==> src/vrt_pkg.sv <==
package vrt_pkg;

   localparam int ADDR_W          = 32;
   localparam int PAGE_SHIFT      = 12;
   localparam int PAGES_W         = ADDR_W - PAGE_SHIFT;
   localparam int MAX_REGIONS_DEF = 64;

   // request kinds
   localparam logic [1:0] REQ_ALLOC   = 2'd0;
   localparam logic [1:0] REQ_RELEASE = 2'd1;
   localparam logic [1:0] REQ_CHECK   = 2'd2;

   // response status codes
   localparam logic [1:0] STATUS_OK        = 2'd0;
   localparam logic [1:0] STATUS_ZERO_LEN  = 2'd1;
   localparam logic [1:0] STATUS_FULL      = 2'd2;
   localparam logic [1:0] STATUS_NOT_FOUND = 2'd3;

   typedef enum logic [1:0] {
      S_IDLE,
      S_EXEC,
      S_WALK,
      S_FINISH
   } state_type;

   // token that walks the row of cells
   typedef struct packed {
      logic                active;
      logic                found;
      logic                hit_last;
      logic [ADDR_W-1:0]   last_end;
      logic [PAGES_W-1:0]  pages;
   } probe_type;

   // request held for the walk, seen by every cell
   typedef struct packed {
      logic                release_op;
      logic                check_op;
      logic [ADDR_W-1:0]   address;
   } cell_cmd_type;

endpackage

==> src/vrt_cell.sv <==
module vrt_cell #(
   parameter int INDEX = 0,
   parameter int CNT_W = 7,
   parameter bit LAST  = 1'b0
) (
   input  logic                         clock,
   input  logic                         reset,
   input  vrt_pkg::probe_type           probe_in,
   output vrt_pkg::probe_type           probe_out,
   input  vrt_pkg::cell_cmd_type        cmd,
   input  logic [CNT_W-1:0]             count,
   input  logic                         wr_en,
   input  logic [vrt_pkg::ADDR_W-1:0]   wr_start,
   input  logic [vrt_pkg::ADDR_W-1:0]   wr_length,
   input  logic [vrt_pkg::ADDR_W-1:0]   next_start,
   input  logic [vrt_pkg::ADDR_W-1:0]   next_length,
   output logic [vrt_pkg::ADDR_W-1:0]   entry_start,
   output logic [vrt_pkg::ADDR_W-1:0]   entry_length
);

   vrt_pkg::probe_type           probe_ff;
   logic [vrt_pkg::ADDR_W-1:0]   start_ff, start_in;
   logic [vrt_pkg::ADDR_W-1:0]   length_ff, length_in;
   logic                         valid;
   logic                         hit_rel;
   logic                         hit_chk;
   logic                         in_range;
   logic [vrt_pkg::ADDR_W-1:0]   offset;

   assign valid    = CNT_W'(INDEX) < count;
   assign offset   = cmd.address - start_ff;
   assign in_range = (cmd.address >= start_ff) && (offset < length_ff);
   assign hit_rel  = probe_ff.active && cmd.release_op && valid && !probe_ff.found &&
                     (start_ff == cmd.address);
   assign hit_chk  = probe_ff.active && cmd.check_op && valid && !probe_ff.found &&
                     in_range;

   always_comb begin
      probe_out          = probe_ff;
      probe_out.found    = probe_ff.found | hit_rel | hit_chk;
      probe_out.hit_last = probe_ff.hit_last | (hit_rel && (CNT_W'(INDEX + 1) == count));
      if (hit_rel) begin
         probe_out.pages = length_ff[vrt_pkg::ADDR_W-1:vrt_pkg::PAGE_SHIFT];
      end
      // end of the latest valid entry ahead of any hit
      if (valid && !probe_out.found) begin
         probe_out.last_end = start_ff + length_ff;
      end
   end

   // compaction: from the hit onwards each entry takes its upper neighbour
   always_comb begin
      start_in  = start_ff;
      length_in = length_ff;
      if (wr_en && (CNT_W'(INDEX) == count)) begin
         start_in  = wr_start;
         length_in = wr_length;
      end else if (!LAST && probe_ff.active && cmd.release_op && probe_out.found) begin
         start_in  = next_start;
         length_in = next_length;
      end
   end

   always_ff @(posedge clock) begin
      if (reset) begin
         probe_ff <= '0;
      end else begin
         probe_ff <= probe_in;
      end
      start_ff  <= start_in;
      length_ff <= length_in;
   end

   assign entry_start  = start_ff;
   assign entry_length = length_ff;

endmodule

==> config.mk <==
export PLATFORM = sky130hd
export DESIGN_NAME = vrt_cell
export DESIGN_NICKNAME = d
export VERILOG_FILES = /design/src/vrt_pkg.sv /design/src/vrt_cell.sv
export SDC_FILE = /design/constraint.sdc
export NUM_CORES = 1
export LEC_CHECK = 0
export BUFFER_PORTS_ARGS = -buffer_cell sky130_fd_sc_hd__buf_4
export CAP_MARGIN = 20
export CORE_UTILIZATION = 40
export DETAILED_ROUTE_END_ITERATION = 6
export MAX_ROUTING_LAYER = met4
export PLACE_DENSITY = 0.69
export RECOVER_POWER = 25
export SLEW_MARGIN = 20
export SYNTH_ARGS = -nofsm -noshare
export SYNTH_HDL_FRONTEND = slang
export SYNTH_SLANG_ARGS = --single-unit
==> constraint.sdc <==
create_clock -name clock -period 6.8 [get_ports clock]
set_input_delay 0.34 -clock clock [delete_from_list [all_inputs] [get_ports clock]]
set_output_delay 0.34 -clock clock [all_outputs]
set_load 0.02 [all_outputs]
# Word level (Yosys, flattened, before mapping)
# Cells that the tools add are included.
# W data, S select, Z words.
[totals]
n_memories = 0
in_bits = 227
ramBits = 0
regBits = 119
word_cells = 40
out_inout_bits = 119
mem_bits_ro = 0
latch_bits = 0
[op_classes]
n_eq_ne = 2
bitwise = 3
div = 0
reduce_logical = 17
order_cmp = 3
mux = 6
n_shift = 0
multipliers = 0
add_sub_neg = 2
[ops]
columns = ["cell", "n"]
rows = [
  ["$mux W32", 5],
  ["$add A32 B32 Y32", 1],
  ["$eq A32 B32 Y1", 1],
  ["$ge A32 B32 Y1", 1],
  ["$lt A32 B32 Y1", 1],
  ["$sub A32 B32 Y32", 1],
  ["$mux W20", 1],
  ["$logic_and A1 B1 Y1", 13],
  ["$eq A1 B7 Y1 const A", 1],
  ["$logic_not A7 Y1", 1],
  ["$lt A1 B7 Y1 const A", 1],
  ["$or A1 B1 Y1", 3],
  ["$logic_not A1 Y1", 2],
  ["$reduce_bool A2 Y1", 1],
]

# Depth between registers and ports, before layout
# Gate-level depths: netlist of run 1.
[depth]
word_depth = 9
ltp_mapped = 22
ltp_nobuf = 20

# Worst setup path after synthesis of run 1
# Ideal clock, no wire load.
[synth_timing]
path_kind = "register to register"
start = "reg start_ff (netlist bit entry_start[1])"
end = "reg length_ff (netlist bit entry_length[0]), enable pin"
t_arrival_ns = 6.065
slack_ns = 0.302
n_path_buf = 0
setup_ns = 0.433
path_stages_with_launch = 20
required_ns = 6.367
synth_period_minus_slack_ns = 6.498
cell_sequence = "edfxtp_1 -> inv_1 -> ha_1 -> nor2b_1 -> o21a_1 -> o21ai_0 -> a211oi_2 -> o211a_1 -> nor3_1 -> nor2_1 -> a311oi_1 -> ha_1 -> a21o_1 -> a21o_1 -> a2111oi_4 -> o2111ai_1 -> o211ai_1 -> nor2_1 -> o21bai_1 -> a32o_1"
[synth_rtl]
columns = ["item", "line_no", "rtl"]
rows = [
  ["start: declaration", "vrt_cell.sv:22", "logic [vrt_pkg::ADDR_W-1:0] start_ff, start_in;"],
  ["start signal: assignment", "vrt_cell.sv:70", "start_ff <= start_in;"],
  ["end signal: assignment", "vrt_cell.sv:71", "length_ff <= length_in;"],
  ["end: declaration", "vrt_cell.sv:23", "logic [vrt_pkg::ADDR_W-1:0] length_ff, length_in;"],
]

==> results of run 1 <==
## cells by family after synthesis
group	count (synthesis)	synth area share, %
adders and majority gates	96	12.7
xor gates and xnor gates	48	4.39
buffers and inverters	125	5.55
muxes	113	13.6
and+or+nand+nor	273	15.1
DFF	119	31.6
AOI/OAI and AO/OA	244	17.1
## final cells by class
cell class | instances | area (µm²) | area share [%]
Tap cell | 319 | 399 | 3.08
Multi-Input combinational cell | 774 | 6050 | 46.8
Inverter | 85 | 319 | 2.46
Clock inverter | 14 | 148 | 1.14
Timing Repair Buffer | 349 | 2550 | 19.7
Clock buffer | 18 | 450 | 3.48
Sequential cell | 119 | 3020 | 23.3
## power breakdown
part / leakage (nW) / internal, mW / total, mW / switching, mW
logic: 4.64 / 0.277 / 0.554 / 0.277
clock network: 0.294 / 0.541 / 0.931 / 0.390
registers: 1.04 / 0.782 / 0.798 / 0.0156
## sequential cells by signal, summed over array words and instances (netlist names)
signal / count
probe_out: 1
probe_ff: 54
entry_start: 32
entry_length: 32
## metal layers
| layer | vias to the layer above | share of wire, % | routed length, µm | global-route usage [%] |
|---|---|---|---|---|
| li1 | 4355 | - | - | - |
| met1 | 4107 | 48 | 15600 | 38.3 |
| met2 | 294 | 45 | 14700 | 40.1 |
| met3 | 40 | 5.1 | 1680 | 3.35 |
| met4 | 0 | 2.1 | 700 | 8.31 |
| met5 | - | 0 | 0 | - |
## through the flow
step	cells	utilization [%]	setup WS, ns
after global placement	1646	52.9	1.06
after global routing	1678	55.2	0.341
after floorplan	1018	-	0.302
after detailed placement	1646	52.9	0.954
final	1678	55.2	0.751
after CTS	1678	55.5	0.662
## path summary, 6_finish.rpt
kind / endpoint / slack, ns
worst max-delay path: probe_out[24] / 0.75
worst min register to register: entry_start[25]$_DFFE_PP_ / 1.09
worst max register to register: entry_length[17]$_DFFE_PP_ / 1.00
worst min-delay path: probe_ff[41]$_SDFF_PP0_ / 0.13
## synthesized netlist by cell type (11+ instances only)
cell	n	share of area, %
a211oi_1	12	0.94
nor3_1	24	1.3
nand4_1	13	0.85
xnor2_1	32	2.9
ha_1	94	12
clkbuf_1	19	0.74
xor2_1	16	1.5
inv_1	84	3.3
mux2_2	101	12
nand3_1	25	1.3
a21oi_1	71	3.7
dfxtp_1	55	12
nor2b_1	61	4.0
a21o_1	31	2.4
edfxtp_1	64	20
o21ai_0	43	2.2
buf_2	11	0.57
nand2_1	45	1.8
nor2_1	58	2.3
## critical path, stage by stage, from the launching register on
cell and delay (ns):
edfxtp_1 0.46, ha_1 0.25, fa_1 0.39, nand2b_1 0.18, a211oi_1 0.30, nor3_2 0.14, o21bai_1 0.19, a211oi_1 0.12
o21a_1 0.24, or2_2 0.34, xnor2_1 0.15, ha_1 0.30, nand3_1 0.11, nor2_1 0.12, nand2_1 0.07, a211oi_1 0.38
o211ai_1 0.23, o31ai_4 0.25, buf_4 0.47, mux2_2 0.40, buf_4 0.16
==> implementation parameters, run 1 <==
Parameter                              Value

Finish
  Count of filler cells inserted in the layout    2178
  Final instance area    0.0129 mm²
  Antenna cell count    0
  Most common cell after layout, fill and taps aside    buf_4
  Most frequent cells in the layout    327 x buf_4, 101 x mux2_2, 94 x ha_1, 84 x inv_1, 71 x a21oi_1
  Share of cells above drive strength 1    36.4%
  Area added between synthesis and finish    35.2%
  NumNets Final    1669

Setup path
  Length in cells of the worst reg-to-reg path    20
  Endpoint type of the worst setup path    primary output
  Startpoint kind of the worst setup timing path    flop
  Path type of the worst setup path    flop to primary output
  CP required    6.46 ns
  Launching element of the worst setup path    entry_start[0]$_DFFE_PP_
  Reg-to-reg critical path startpoint    entry_start[1]$_DFFE_PP_
  Critical path fanouts, max    38
  CP Data Arrival Time    5.71 ns

Route
  Total via count after detailed routing    8796
  Mean routed wirelength per cell    19.5 µm
  Iteration-0 DRC count of the detailed router    633
  Via-to-Cell Ratio    5.24
  Wirelength, routed    32.6 mm
  Antenna Nets Post-Route    0
  First-pass iteration count of the detailed router    4
  Number of design rule violations left after detail routing    0

Placement
  Total cell area at the placement stage    0.0124 mm²
  DPL Wire Length    26.7 mm
  Count of buffers from port buffering    345
  Placer Congestion    0.971

Die
  Ports placed on the boundary    346
  DIE AREA    0.0246 mm²
  Placeable core area    0.0235 mm²
  Die width    157 µm
  Die boundary height    157 µm
  Number of core rows    56
  Initial Utilization    40.8%

Yosys
  Synth async-reset ratio    0%
  Yosys cell types    74
  Number of register bits inferred by synthesis    119
  Area of the mapped netlist    0.00957 mm²
  Proportion of synthesized chip area in sequential cells    31.6%
  Post-Syn Area per Cell    9.40 µm²
  Count of mapped cells out of synthesis    1018
  Synthesized net count    1341
  Number of enable flip-flop cells after synthesis    64
  Ys Warns    0
  Ys flop type    edfxtp_1

CTS
  Clock tree from TritonCTS    yes
  Post-CTS setup buffer count    0
  Master cell of the clock root buffer    clkbuf_16
  Count of hold-fix buffers inserted at cts    0
  Longest Clk Path Bufs    2
  CTS H-tree depth    4
  CTS Buf Count    17
  Resized cells post-CTS    0
  CTS clk-pin slew, worst paths    0.07 ns
  Sinks on Clock Net    119
  Clock latency at the later pin of the worst-skew pair    0.42 ns

GRT
  Number of antenna violations at the first check in global routing    0
  Total GRT Usage    27.1%
  Total congestion overflow    0
  First-pass GRT wire length    48.1 mm
  Maximum number of pins on one net before global-route repair    65
  Via count of the first global-routing pass    8450

Pwr
  Leakage power summed over all cells    5.97 nW
  IR Drop Worst-Case VDD    0.149 mV
  Total power    2.28 mW
  Total power density per cell area    176 mW/mm²

Min path
  Worst Hold Path Cells    2
  Min-delay src    probe_in[41]
  Classification of the worst-slack hold path    input port to flop

Timing
  Number of setup violations in the final report    0
  Setup total negative slack    0 ns
  Worst rel slew slack    -72.4%
  Worst hold slack across all endpoints    0.130 ns
  Final Max Slew Viols    56
  Peak Freq    0.165 GHz
  Hold Violations, Final    0
  Period utilization    89.0%
  Final critical delay including setup and external delays    6.05 ns
  Worst-case clock skew    0.0158 ns
  Worst Tran Pin Value    2.59 ns
  Setup repair after global routing missed its margin    no

Status
  Run status    finished, violations left
  Violations in the final reports    capacitance limit, slew limit

Job
  Max_cap viols    1
Power figures use the tool's default switching activity.
==> inputs of run 2 (changes only) <==
--- a/config.mk
+++ b/config.mk
@@ -5,14 +5,13 @@
 export SDC_FILE = /design/constraint.sdc
 export NUM_CORES = 1
 export LEC_CHECK = 0
-export BUFFER_PORTS_ARGS = -buffer_cell sky130_fd_sc_hd__buf_4
+export BUFFER_PORTS_ARGS = -buffer_cell sky130_fd_sc_hd__buf_2
 export CAP_MARGIN = 20
 export CORE_UTILIZATION = 40
 export DETAILED_ROUTE_END_ITERATION = 6
 export MAX_ROUTING_LAYER = met4
 export PLACE_DENSITY = 0.69
 export RECOVER_POWER = 25
-export SLEW_MARGIN = 20
 export SYNTH_ARGS = -nofsm -noshare
 export SYNTH_HDL_FRONTEND = slang
 export SYNTH_SLANG_ARGS = --single-unit
==> implementation parameters, run 2 (synthesized netlist as in run 1, its figures left out) <==
Parameter                              Value

Finish
  NumNets Final    1669 (unchanged)
  Largest register FFs    54 (unchanged)
  Area added between synthesis and finish    26.5% (was 35.2%)
  Most common cell after layout, fill and taps aside    buf_2 (was buf_4)
  Share of cells above drive strength 1    36.4% (about the same)
  Top reg by flops    probe_ff (unchanged)
  Post-route core utilization    51.6% (was 55.2%)
  Most frequent cells in the layout    324 x buf_2, 101 x mux2_2, 94 x ha_1, 84 x inv_1, 71 x a21oi_1 (was 327 x buf_4, 101 x mux2_2, 94 x ha_1, 84 x inv_1, 71 x a21oi_1)

GRT
  Number of antenna violations at the first check in global routing    3 (was 0)
  Via count of the first global-routing pass    8515 (was 8450)
  Total congestion overflow    0 (unchanged)
  Maximum number of pins on one net before global-route repair    65 (unchanged)
  Total GRT Usage    26.6% (was 27.1%)
  First-pass GRT wire length    47.1 mm (was 48.1 mm)

CTS
  Resized cells post-CTS    0 (unchanged)
  Longest Clk Path Bufs    2 (unchanged)
  Clock latency at the later pin of the worst-skew pair    0.42 ns (about the same)
  Clock tree from TritonCTS    yes (unchanged)
  CTS H-tree depth    4 (unchanged)
  Master cell of the clock root buffer    clkbuf_16 (unchanged)
  Sinks on Clock Net    119 (unchanged)
  CTS clk-pin slew, worst paths    0.06 ns (was 0.07 ns)
  Post-CTS setup buffer count    0 (unchanged)
  Count of hold-fix buffers inserted at cts    0 (unchanged)
  CTS Buf Count    17 (unchanged)

Route
  Wirelength, routed    32.0 mm (was 32.6 mm)
  Antenna Nets Post-Route    0 (unchanged)
  Iteration-0 DRC count of the detailed router    739 (was 633)
  Mean routed wirelength per cell    19.0 µm (was 19.5 µm)
  Via-to-Cell Ratio    5.31 (was 5.24)
  Total via count after detailed routing    8923 (was 8796)
  First-pass iteration count of the detailed router    5 (was 4)
  Number of design rule violations left after detail routing    0 (unchanged)

Setup path
  Reg-to-reg critical path startpoint    entry_start[1]$_DFFE_PP_ (unchanged)
  Startpoint kind of the worst setup timing path    flop (unchanged)
  Slack of the worst reg-to-reg path    0.96 ns (was 1.00 ns)
  RR Endpoint    entry_start[8]$_DFFE_PP_ (was entry_length[17]$_DFFE_PP_)
  CP required    6.46 ns (about the same)
  Endpoint type of the worst setup path    primary output (unchanged)
  CP Data Arrival Time    5.75 ns (was 5.71 ns)
  Length in cells of the worst reg-to-reg path    20 (unchanged)
  Path type of the worst setup path    flop to primary output (unchanged)
  Critical path fanouts, max    38 (unchanged)

Min path
  Min-delay src    probe_in[29] (was probe_in[41])
  Classification of the worst-slack hold path    input port to flop (unchanged)
  Worst Hold Path Cells    2 (unchanged)
  End of the worst hold path    probe_ff[29]$_SDFF_PP0_ (was probe_ff[41]$_SDFF_PP0_)

Job
  Max_cap viols    0 (was 1)

Timing
  Setup total negative slack    0 ns (unchanged)
  Peak Freq    0.164 GHz (was 0.165 GHz)
  Period utilization    89.6% (was 89.0%)
  Worst rel slew slack    11.2% (was -72.4%)
  Number of setup violations in the final report    0 (unchanged)
  Hold Violations, Final    0 (unchanged)
  Worst Tran Pin Value    1.33 ns (was 2.59 ns)
  Final Max Slew Viols    0 (was 56)
  Setup repair after global routing missed its margin    no (unchanged)
  Worst-case clock skew    0.0137 ns (was 0.0158 ns)
  Final critical delay including setup and external delays    6.09 ns (was 6.05 ns)

Die
  Die boundary height    157 µm (unchanged)
  Number of core rows    56 (unchanged)
  Initial Utilization    40.8% (unchanged)
  Ports placed on the boundary    346 (unchanged)
  Placeable core area    0.0235 mm² (unchanged)
  Die width    157 µm (unchanged)
  DIE AREA    0.0246 mm² (unchanged)

Pwr
  Leakage power summed over all cells    5.68 nW (was 5.97 nW)
  Total power density per cell area    180 mW/mm² (was 176 mW/mm²)
  IR Drop Worst-Case VDD    0.145 mV (was 0.149 mV)

Placement
  Count of buffers from port buffering    345 (unchanged)
  Placer Congestion    0.927 (was 0.971)
  DPL Wire Length    26.1 mm (was 26.7 mm)

Status
  Run status    finished, final reports clean (was finished, violations left)
-- run 2: worst max-delay path by stage --
stage	start	end	slack [ns]	depth (start not counted)
5_1_grt	entry_start[1]$_DFFE_PP_	probe_out[34]	0.39	20
3_5_place_dp	entry_start[1]$_DFFE_PP_	entry_length[16]$_DFFE_PP_	1.01	20
4_1_cts	entry_start[1]$_DFFE_PP_	probe_out[32]	0.71	20
6_report	entry_start[1]$_DFFE_PP_	probe_out[32]	0.71	20
3_3_place_gp	entry_start[1]$_DFFE_PP_	entry_length[17]$_DFFE_PP_	1.16	20
2_1_floorplan	entry_start[1]$_DFFE_PP_	entry_length[0]$_DFFE_PP_	0.30	19
-- run 2: metal layers --
layer	vias to the layer above	global-route usage, %	wire, µm
met5	-	-	0
li1	4368	-	-
met3	39	4.18	1970
met1	4191	36.2	14700
met4	0	7.80	550
met2	325	40.4	14800
-- run 2: final cells by class --
class	count	area, µm²
clock inverter	14	128
inverter	85	319
tap	319	399
timing repair buffer	349	1740
fill	2258	11400
sequential	119	3020
antenna	3	7.51
clock buffer	18	439
multi-input combinational	774	6050
-- run 2: metrics by stage --
step                      setup WS (ns)  std cells  power, mW  area, µm²  hold slack [ns]
after floorplan                   0.302       1018       1.13       9570            0.468
after global placement             1.16       1645       1.30      11600            0.548
after detailed placement           1.01       1645       1.31      11600            0.552
after CTS                         0.711       1677       2.18      12100            0.108
after global routing              0.394       1681       2.26      12100            0.111
final                             0.710       1681       2.18      12100            0.123
-- run 2: where the power goes --
part	total, mW	leakage (nW)	internal, mW	switching [mW]
registers	0.798	1.04	0.782	0.0155
clock network	0.878	0.277	0.492	0.385
logic	0.500	4.37	0.223	0.277
-- run 2: critical path: stages, from the launching register on --
cell and delay [ns]:
edfxtp_1 0.46, inv_1 0.14, ha_1 0.25, nor2b_1 0.13, o21a_1 0.17, o21ai_0 0.44, a211oi_2 0.22, o211a_1 0.31
nor3_1 0.26, nor2_1 0.08, a311oi_1 0.36, ha_1 0.31, a21o_1 0.16, a21o_1 0.20, a2111oi_4 0.39, o2111ai_1 0.16
o211ai_1 0.34, o31ai_4 0.10, buf_4 0.29, mux2_1 0.37, buf_2 0.16
